==> config.mk <==
export PLATFORM = sky130hd
export DESIGN_NAME = opp_front_flat
export DESIGN_NICKNAME = d
export VERILOG_FILES = /design/src/design/opp_pkg.sv /design/src/design/opp_ifs.sv /design/src/design/opp_front.sv /design/src/flat_wrapper.sv
export SDC_FILE = /design/constraint.sdc
export NUM_CORES = 1
export LEC_CHECK = 0
export ABC_AREA = 1
export BUFFER_PORTS_ARGS = -buffer_cell sky130_fd_sc_hd__buf_2
export CORE_MARGIN = 4
export CORE_UTILIZATION = 44
export DETAILED_ROUTE_END_ITERATION = 6
export REMOVE_ABC_BUFFERS = 1
export SKIP_LAST_GASP = 1
export SLEW_MARGIN = 40
export SYNTH_ARGS = -nofsm -noshare
export SYNTH_HDL_FRONTEND = slang
export SYNTH_SLANG_ARGS = --single-unit
==> constraint.sdc <==
create_clock -name clk -period 6.6 [get_ports clk]
set_input_delay 0.33 -clock clk [delete_from_list [all_inputs] [get_ports clk]]
set_output_delay 0.33 -clock clk [all_outputs]
set_load 0.02 [all_outputs]
==> src/design/opp_pkg.sv <==
package opp_pkg;

	typedef enum logic [1:0] {
		OP_BEGIN  = 2'd0,
		OP_BYTE   = 2'd1,
		OP_FINISH = 2'd2,
		OP_READ   = 2'd3
	} op_t;

	typedef enum logic [2:0] {
		STS_OK     = 3'd0,
		STS_BAD    = 3'd1,
		STS_BIG    = 3'd2,
		STS_PEND   = 3'd3,
		STS_NOREAD = 3'd4,
		STS_EMPTY  = 3'd5
	} status_t;

	typedef enum logic [2:0] {
		REG_RATE   = 3'd0,
		REG_SERIAL = 3'd1,
		REG_PRESKIP = 3'd2,
		REG_FIRSTPG = 3'd3,
		REG_PPP    = 3'd4
	} cfg_idx_t;

	localparam logic [31:0] CRC_POLY     = 32'h04C1_1DB7;
	localparam logic [15:0] GRANULE_RATE = 16'd48000;
	localparam logic [7:0]  LACE_FULL    = 8'd255;
	localparam logic [7:0]  EOS_TYPE     = 8'h04;
	localparam int          HDR_BYTES    = 27;
	localparam logic [17:0] RATE_RST     = 18'd48000;
	localparam logic [31:0] FIRSTPG_RST  = 32'd2;
	localparam logic [7:0]  PPP_RST      = 8'd10;

	typedef struct packed {
		op_t         operation;
		logic [11:0] packet_length;
		logic [15:0] sample_count;
		logic [7:0]  data_byte;
	} in_item_t;

	typedef struct packed {
		status_t    status;
		logic [7:0] out_byte;
		logic       byte_valid;
		logic       last_of_page;
		logic       page_ready;
		logic       stream_end;
	} out_item_t;

	// classified command handed from front to back
	typedef struct packed {
		in_item_t    item;
		logic [4:0]  full_laces;
		logic [7:0]  lace_rem;
		logic        len_zero;
		logic        fs_zero;
	} cmd_t;

	function automatic logic [31:0] crc_step(input logic [31:0] c_in, input logic [7:0] b);
		logic [31:0] c;
		c = c_in ^ {b, 24'd0};
		for (int k = 0; k < 8; k++) begin
			c = c[31] ? ((c << 1) ^ CRC_POLY) : (c << 1);
		end
		return c;
	endfunction

endpackage

==> src/design/opp_ifs.sv <==
interface opp_in_if import opp_pkg::*; ();
	logic     valid;
	logic     ready;
	in_item_t data;
	modport source(output valid, output data, input ready);
	modport sink(input valid, input data, output ready);
endinterface


==> src/design/opp_front.sv <==
module opp_front import opp_pkg::*; (
	input  logic   clk,
	input  logic   arst_n,
	opp_in_if.sink in_ch,
	output logic   cmd_valid,
	output cmd_t   cmd,
	input  logic   cmd_pop
);

	cmd_t        fifo_q [2];
	logic        wp_q, rp_q;
	logic [1:0]  cnt_q;
	cmd_t        cls;
	logic [20:0] prod;
	logic [4:0]  q0;
	logic [11:0] r0;
	logic        push, pop;

	// len / 255 by reciprocal with one correction
	always_comb begin
		prod = 21'(in_ch.data.packet_length) * 21'd257;
		q0   = prod[20:16];
		r0   = in_ch.data.packet_length - 12'(q0 * 8'd255);
		cls.item = in_ch.data;
		if (r0 >= 12'd255) begin
			cls.full_laces = q0 + 5'd1;
			cls.lace_rem   = 8'(r0 - 12'd255);
		end else begin
			cls.full_laces = q0;
			cls.lace_rem   = r0[7:0];
		end
		cls.len_zero = (in_ch.data.packet_length == 12'd0);
		cls.fs_zero  = (in_ch.data.sample_count == 16'd0);
	end

	assign in_ch.ready = (cnt_q != 2'd2);
	assign cmd_valid   = (cnt_q != 2'd0);
	assign cmd         = fifo_q[rp_q];
	assign push        = in_ch.valid && in_ch.ready;
	assign pop         = cmd_pop && cmd_valid;

	always_ff @(posedge clk) begin
		if (push) fifo_q[wp_q] <= cls;
	end

	always_ff @(posedge clk or negedge arst_n) begin
		if (!arst_n) begin
			wp_q  <= 1'b0;
			rp_q  <= 1'b0;
			cnt_q <= 2'd0;
		end else begin
			if (push) wp_q <= ~wp_q;
			if (pop) rp_q <= ~rp_q;
			cnt_q <= cnt_q + 2'(push) - 2'(pop);
		end
	end

endmodule

==> src/flat_wrapper.sv <==
// flat-port wrapper written by rule: the top's interface ports become plain ports
module opp_front_flat import opp_pkg::*;
  (clk, arst_n, cmd_valid, cmd, cmd_pop, in_ch_valid, in_ch_data, in_ch_ready);
  opp_in_if in_ch_i ();
  input  logic clk;
  input  logic arst_n;
  output logic cmd_valid;
  output cmd_t cmd;
  input  logic cmd_pop;
  input wire logic [$bits(in_ch_i.valid)-1:0] in_ch_valid;
  input wire logic [$bits(in_ch_i.data)-1:0] in_ch_data;
  output wire logic [$bits(in_ch_i.ready)-1:0] in_ch_ready;
  assign in_ch_i.valid = in_ch_valid;
  assign in_ch_i.data = in_ch_data;
  assign in_ch_ready = in_ch_i.ready;
  opp_front u_core (.clk(clk), .arst_n(arst_n), .in_ch(in_ch_i), .cmd_valid(cmd_valid), .cmd(cmd), .cmd_pop(cmd_pop));
endmodule
==> impl_metrics.tcl, run 1 <==
set metrics [dict create \
    status "finished clean" \
    ant_nets 0 \
    synth_warnings 0 \
    antenna_cells 0 \
    synthDistinctLibCells 33 \
    cts.sinks 110 \
    drc 0 \
    fin_crit_sh 0.914 \
    routedWlPerCell_um 14.0 \
    hp-start "in_ch_data[4]" \
    path_class "in2reg" \
    gp_congestion 0.803 \
    r2r-start "u_core.cnt_q[1]" \
    start_util 0.456 \
    r2r_cells 5 \
    crit_path_max_fanout 13 \
    synth_ff_type "edfxtp_1" \
    synth-seq-area-share 0.537 \
    whs_ps 177 \
    root_buffer "clkbuf_16" \
    async_flop_share 0.0364 \
    syn-cell-area_um2 6110 \
    dp.cells 872 \
    period_needed_ps 6040 \
    grt_pass1_wl_um 20900 \
    drive_gt1_frac 0.201 \
    die_x_um 126 \
    rrSetupSlack_ps 4570 \
    fmax_ghz 0.166 \
    drtPass1Iterations 4 \
    worstSetupEndpointType "flop" \
    mostFrequentLayoutCells "nand2_1, edfxtp_1, buf_2" \
    vias 4316 \
    tightest_slew_ps 574 \
    slew_headroom 0.618 \
    vias_per_cell 4.84 \
    setup_viol 0 \
    nFillCells 1252 \
    tritoncts "yes" \
    worstReg2RegEnd "u_core.fifo_q[1][15]" \
    dieArea_um2 15800 \
    start_kind "input port" \
    die_h_um 126 \
    routed_wl_um 12500 \
    hold_viol 0 \
    fin_tns_setup_ps 0 \
    ys_ff_latch 110 \
    slew_violations 0 \
    synth_area_per_cell_um2 10.1 \
    holdPathStages 1 \
    core-area_um2 13400 \
    finClkSkew_ps 6.00 \
    crit_top_cell "nor2_1" \
    slowest_delay_ps 650 \
    drt_iter0_markers 320 \
    groute.usage.overall 0.162 \
    powerDensity_nw_per_um2 483 \
    p_leak_nw 3.30 \
    core.rowCount 42 \
    max-cap-violations 0 \
    rsz0062_at_grt "false" \
    vdd_drop_max_uv 266 \
    crit_path_start "in_ch_data[27]" \
    final_cells 891 \
    io_pins 97 \
    antenna_found_initial 0 \
    synth_edf_count 106 \
    clockBufferDepth 2 \
    min_to "u_core.fifo_q[1][19]" \
    port_buffers 96 \
    area_delta_synth_final_pct 17.1 \
    hold_path_class "in2reg" \
    clock_latency_ps 340 \
    cp.arrival_ps 6120 \
    dp_hpwl_um 9040 \
    clk_pin_slew_ps 70 \
    htreeDepth 3 \
    grt_overflow 0 \
    grt_start_max_net_pins 55 \
    synthCells 607 \
    crit_slowest_cell "fa_1" \
    mostFrequentLayoutCell "nand2_1" \
    final_nets 807 \
    numCtsBuffers 9 \
    grt_pass1_vias 4267 \
    critical_path_required_ps 6690 \
]
-- per-stage QoR --
stage	power (mW)	cell area [µm²]	utilization	setup WS (ps)
after CTS	3.49	7130	0.532	569
final	3.45	7160	0.534	565
after floorplan	2.41	6040	-	639
after global placement	2.91	6810	0.508	383
after global routing	3.75	7160	0.534	60.8
after detailed placement	2.95	6820	0.509	223
-- repair_timing --
| item | in CTS | in global routing |
|---|---|---|
| hold endpoints to repair | 4 | 0 |
| setup buffers | 0 | 0 |
| gates resized for setup | 0 | 0 |
| hold buffers | 1 | 0 |
-- worst max path at each step --
stage | to | slack [ps] | cells past startpoint
final | u_core.fifo_q[0][13] | 560 | 31
after global routing | u_core.fifo_q[0][7] | 60 | 31
after global placement | u_core.fifo_q[0][2] | 380 | 31
after detailed placement | u_core.fifo_q[0][5] | 220 | 31
after floorplan | u_core.fifo_q[0][12] | 640 | 29
after CTS | u_core.fifo_q[0][5] | 570 | 31
-- critical path: cells and delay by family --
| family | cells | cell delay [ps] |
|---|---|---|
| AOI/OAI and AO/OA | 4 | 700 |
| xor gates and xnor gates | 3 | 470 |
| adders and majority gates | 6 | 2390 |
| buffers and inverters | 4 | 510 |
| and+or+nand+nor | 14 | 1700 |
-- power by group --
group          switching (mW)  total (mW)  internal (mW)  leakage, nW
sequential             0.0463        1.10           1.05         1.03
combinational            1.23        1.82          0.588         2.12
clock                   0.235       0.533          0.298        0.145
total                    1.51        3.45           1.94         3.30
-- metal layers --
layer / vias up / track usage / part of all wire
met5: - / 0 / 0
met4: 0 / 0.0486 / 0.012
met3: 11 / 0.0220 / 0.051
met2: 88 / 0.282 / 0.50
met1: 2023 / 0.213 / 0.44
li1: 2194 / - / -
-- Yosys cell counts (2+ instances only) --
| cell type | n | area share |
|---|---|---|
| nand3_4 | 2 | 0.0057 |
| nor3_1 | 2 | 0.0016 |
| ha_1 | 39 | 0.080 |
| nor2_1 | 28 | 0.017 |
| nand2_2 | 8 | 0.0082 |
| nand4_1 | 3 | 0.0031 |
| nand3_2 | 4 | 0.0066 |
| nor2_4 | 2 | 0.0037 |
| xnor2_1 | 11 | 0.016 |
| fa_1 | 16 | 0.052 |
| nand3_1 | 30 | 0.025 |
| dfrtp_1 | 4 | 0.016 |
| nand2_1 | 228 | 0.14 |
| a21oi_1 | 15 | 0.012 |
| inv_1 | 59 | 0.036 |
| o21ai_0 | 5 | 0.0041 |
| o21a_1 | 2 | 0.0025 |
| clkbuf_1 | 10 | 0.0061 |
| xor2_1 | 15 | 0.022 |
| nor4_1 | 6 | 0.0061 |
| edfxtp_1 | 106 | 0.52 |
-- registers in the layout (all words and copies together), names as in the netlist --
name and flops:
u_core.fifo_q 106, u_core.cnt_q 2, u_core.wp_q 1, u_core.rp_q 1
-- cells by family after synthesis --
group / synth area share
compound gates: 0.0219
xor+xnor: 0.0373
fa+ha+maj: 0.132
buf+inv: 0.0475
flops: 0.537
simple gates: 0.223
-- cell type report --
cell class,count,area [µm²],share of cell area
flip-flops and latches,110,3280,0.459
multi-input cells,423,2550,0.356
repair buffers,106,573,0.0801
clock buffers,10,229,0.0320
inverters,60,228,0.0318
well taps,176,220,0.0308
clock inverters,6,71.3,0.00997
Power figures use the tool's default switching activity.
==> run 2: changes to the inputs <==
--- a/config.mk
+++ b/config.mk
@@ -5,7 +5,6 @@
 export SDC_FILE = /design/constraint.sdc
 export NUM_CORES = 1
 export LEC_CHECK = 0
-export ABC_AREA = 1
 export BUFFER_PORTS_ARGS = -buffer_cell sky130_fd_sc_hd__buf_2
 export CORE_MARGIN = 4
 export CORE_UTILIZATION = 44
==> run 2 against run 1 <==
Effect of this change: utilization rose by 0.53 points; die area up 0.86%; largest power group unchanged; sequential cell count unchanged; global-route usage decreased by 0.71 points.
==> impl_metrics.tcl, run 2 <==
set metrics [dict create \
    status "finished clean" \
    hp-start "in_ch_data[37]" \
    tritoncts "yes" \
    synthCells 459 \
    rrSetupSlack_ps 4600 \
    synth-seq-area-share 0.533 \
    grt_most_used_layer "met2" \
    drt_iter0_markers 317 \
    cp_num_buf_inv 4 \
    internal_power_mw 2.01 \
    grt_overflow 0 \
    start_kind "input port" \
    setup_viol 0 \
    max-cap-violations 0 \
    hold_viol 0 \
    mostFrequentLayoutCell "edfxtp_1" \
    synth.most_common_cell "edfxtp_1" \
    hold_path_class "in2reg" \
    path_depth 24 \
    tightest_slew_ps 579 \
    powerDensity_nw_per_um2 458 \
    crit_chain "buf_2, ha_1, ha_1, ha_1, a211oi_4, o22ai_1, and2_1, and3_1, nor2_2, fa_2, xor2_1, ha_1, inv_1, fa_1, inv_1, ha_1, nand4_1, or3_1, o211ai_1, xor2_1, o2111ai_1, buf_12, a21oi_4, mux2_1" \
    crit_slowest_cell "fa_1" \
    synth_top_area_cell "edfxtp_1" \
    worstSetupEndpointType "flop" \
    drtPass1Iterations 4 \
    htreeDepth 3 \
    start_util 0.456 \
    fmax_ghz 0.163 \
    grt_use_met3 0.0315 \
    ys_ff_latch 110 \
    synth_edf_count 106 \
    crit_path_max_fanout 20 \
    regArea_um2 3280 \
    slew_violations 0 \
    critical_path_required_ps 6680 \
    synth_area_per_cell_um2 13.4 \
    core.rowCount 42 \
    period_needed_ps 6120 \
    area_delta_synth_final_pct 18.1 \
    finClkSkew_ps 5.86 \
    switchingPower_mw 1.33 \
    fin_crit_sh 0.927 \
    switching_share 0.398 \
    routed_wl_um 12000 \
    synth_warnings 0 \
    synth_area_leaders "edfxtp_1, mux2_2, ha_1, fa_1, inv_1" \
    nFillCells 1153 \
    rsz0062_at_grt "false" \
    slew_headroom 0.611 \
    clock_latency_ps 340 \
    groute.usage.overall 0.155 \
    p_leak_nw 2.98 \
    worstReg2RegEnd "u_core.fifo_q[0][4]" \
    port_buffers 96 \
    syn-cell-area_um2 6160 \
    yosys.area.top_type_share 0.516 \
    vdd_drop_max_uv 216 \
    clk_pin_slew_ps 80 \
    antenna_found_initial 0 \
    grt_start_max_net_pins 37 \
    core-area_um2 13500 \
    largest_register "u_core.fifo_q" \
    dieArea_um2 16000 \
    cts_setup_buffers 0 \
    cp.arrival_ps 6200 \
    cp_top_family "adder cells" \
    crit_path_end "u_core.fifo_q[1][11]" \
    numCtsBuffers 9 \
    whs_ps 175 \
    largest_register_ffs 106 \
    vias_per_cell 5.21 \
    synthDistinctLibCells 63 \
    crit_top_cell "ha_1" \
    reg.largest.list "u_core.fifo_q: 106 flops, u_core.cnt_q: 2 flops" \
    r2r_cells 4 \
    routedWlPerCell_um 16.0 \
    clockBufferDepth 2 \
    multi_input_area_um2 2700 \
    synth_ff_type "edfxtp_1" \
    vias 3915 \
    yosys-top-cells-count "edfxtp_1, mux2_2, inv_1" \
    drive_gt1_frac 0.345 \
    cts.sinks 110 \
    gp_congestion 0.855 \
    ant_nets 0 \
    root_buffer "clkbuf_16" \
    combPwrFrac 0.516 \
    mostFrequentLayoutCells "edfxtp_1, buf_2, mux2_2" \
    fin_tns_setup_ps 0 \
    p_clk_frac 0.155 \
    die_x_um 126 \
    grt_pass1_wl_um 20000 \
    r2r-start "u_core.cnt_q[1]" \
    final_util 0.539 \
    met1_usage 0.198 \
    antenna_cells 0 \
    p_seq_frac 0.329 \
    slowest_delay_ps 540 \
    met2_usage 0.268 \
    final_nets 668 \
    async_flop_share 0.0364 \
    grt_pass1_vias 3971 \
    path_class "in2reg" \
    dp_hpwl_um 9060 \
    io_pins 97 \
    drc 0 \
    crit_path_start "in_ch_data[27]" \
    die_h_um 126 \
]
==> run 2: cell type report <==
type / instances / share of cell area
flip-flops and latches: 110 / 0.451
multi-input cells: 292 / 0.370
clock buffers: 9 / 0.0309
inverters: 45 / 0.0232
well taps: 176 / 0.0302
clock inverters: 7 / 0.00876
repair buffers: 113 / 0.0856
==> run 2: cell families (layout without fill, tap and decap cells) <==
family          after synthesis  count (layout)  synth area share
flops                       110             110             0.533
simple gates                 87              87            0.0789
compound gates               65              65            0.0747
mux                          60              60             0.110
buf+inv                      57             174            0.0373
fa+ha+maj                    55              55             0.131
xor+xnor                     25              25            0.0355
==> run 2: metal layers <==
layer | part of all wire | vias up
li1 | - | 1919
met2 | 0.49 | 107
met4 | 0.016 | 0
met3 | 0.050 | 14
met1 | 0.45 | 1875
met5 | 0 | -
==> run 2: what timing repair did <==
action                                 4_1_cts  5_1_grt
endpoints found under the hold margin        4        0
resized for setup                            0        8
setup endpoints to repair                    0       26
hold buffers                                 1        0
==> run 2: worst reg2reg max path: cells and delay by family, from the launching register on <==
family | cells | cell delay (ps)
buffers and inverters | 1 | 530
and+or+nand+nor | 3 | 690
DFF | 1 | 400
==> run 2: stage by stage <==
step / cells / power (mW) / area [µm²] / setup WS, ps
floorplan: 447 / 2.33 / 6100 / -133
CTS: 752 / 3.36 / 7250 / 143
global route: 752 / 3.58 / 7280 / 10.5
finish: 752 / 3.34 / 7280 / 480
detailed placement: 735 / 2.84 / 6950 / -202
global placement: 735 / 2.80 / 6950 / 9.72
==> run 2: worst min path at each step <==
stage,end,slack [ps],depth (start not counted)
2_1_floorplan,u_core.cnt_q[0],30,0
3_3_place_gp,u_core.cnt_q[0],140,1
3_5_place_dp,u_core.cnt_q[0],140,1
4_1_cts,u_core.fifo_q[1][52],160,1
5_1_grt,u_core.fifo_q[0][52],160,1
6_report,u_core.fifo_q[1][52],170,1
==> run 2: power by group through the flow <==
| stage | Sequential, mW | Combinational, mW | Clock, mW |
|---|---|---|---|
| after floorplan | 1.13 | 1.20 | 0 |
| after global placement | 1.11 | 1.70 | 0 |
| after detailed placement | 1.12 | 1.72 | 0 |
| after CTS | 1.10 | 1.73 | 0.531 |
| after global routing | 1.12 | 1.90 | 0.565 |
| final | 1.10 | 1.72 | 0.518 |
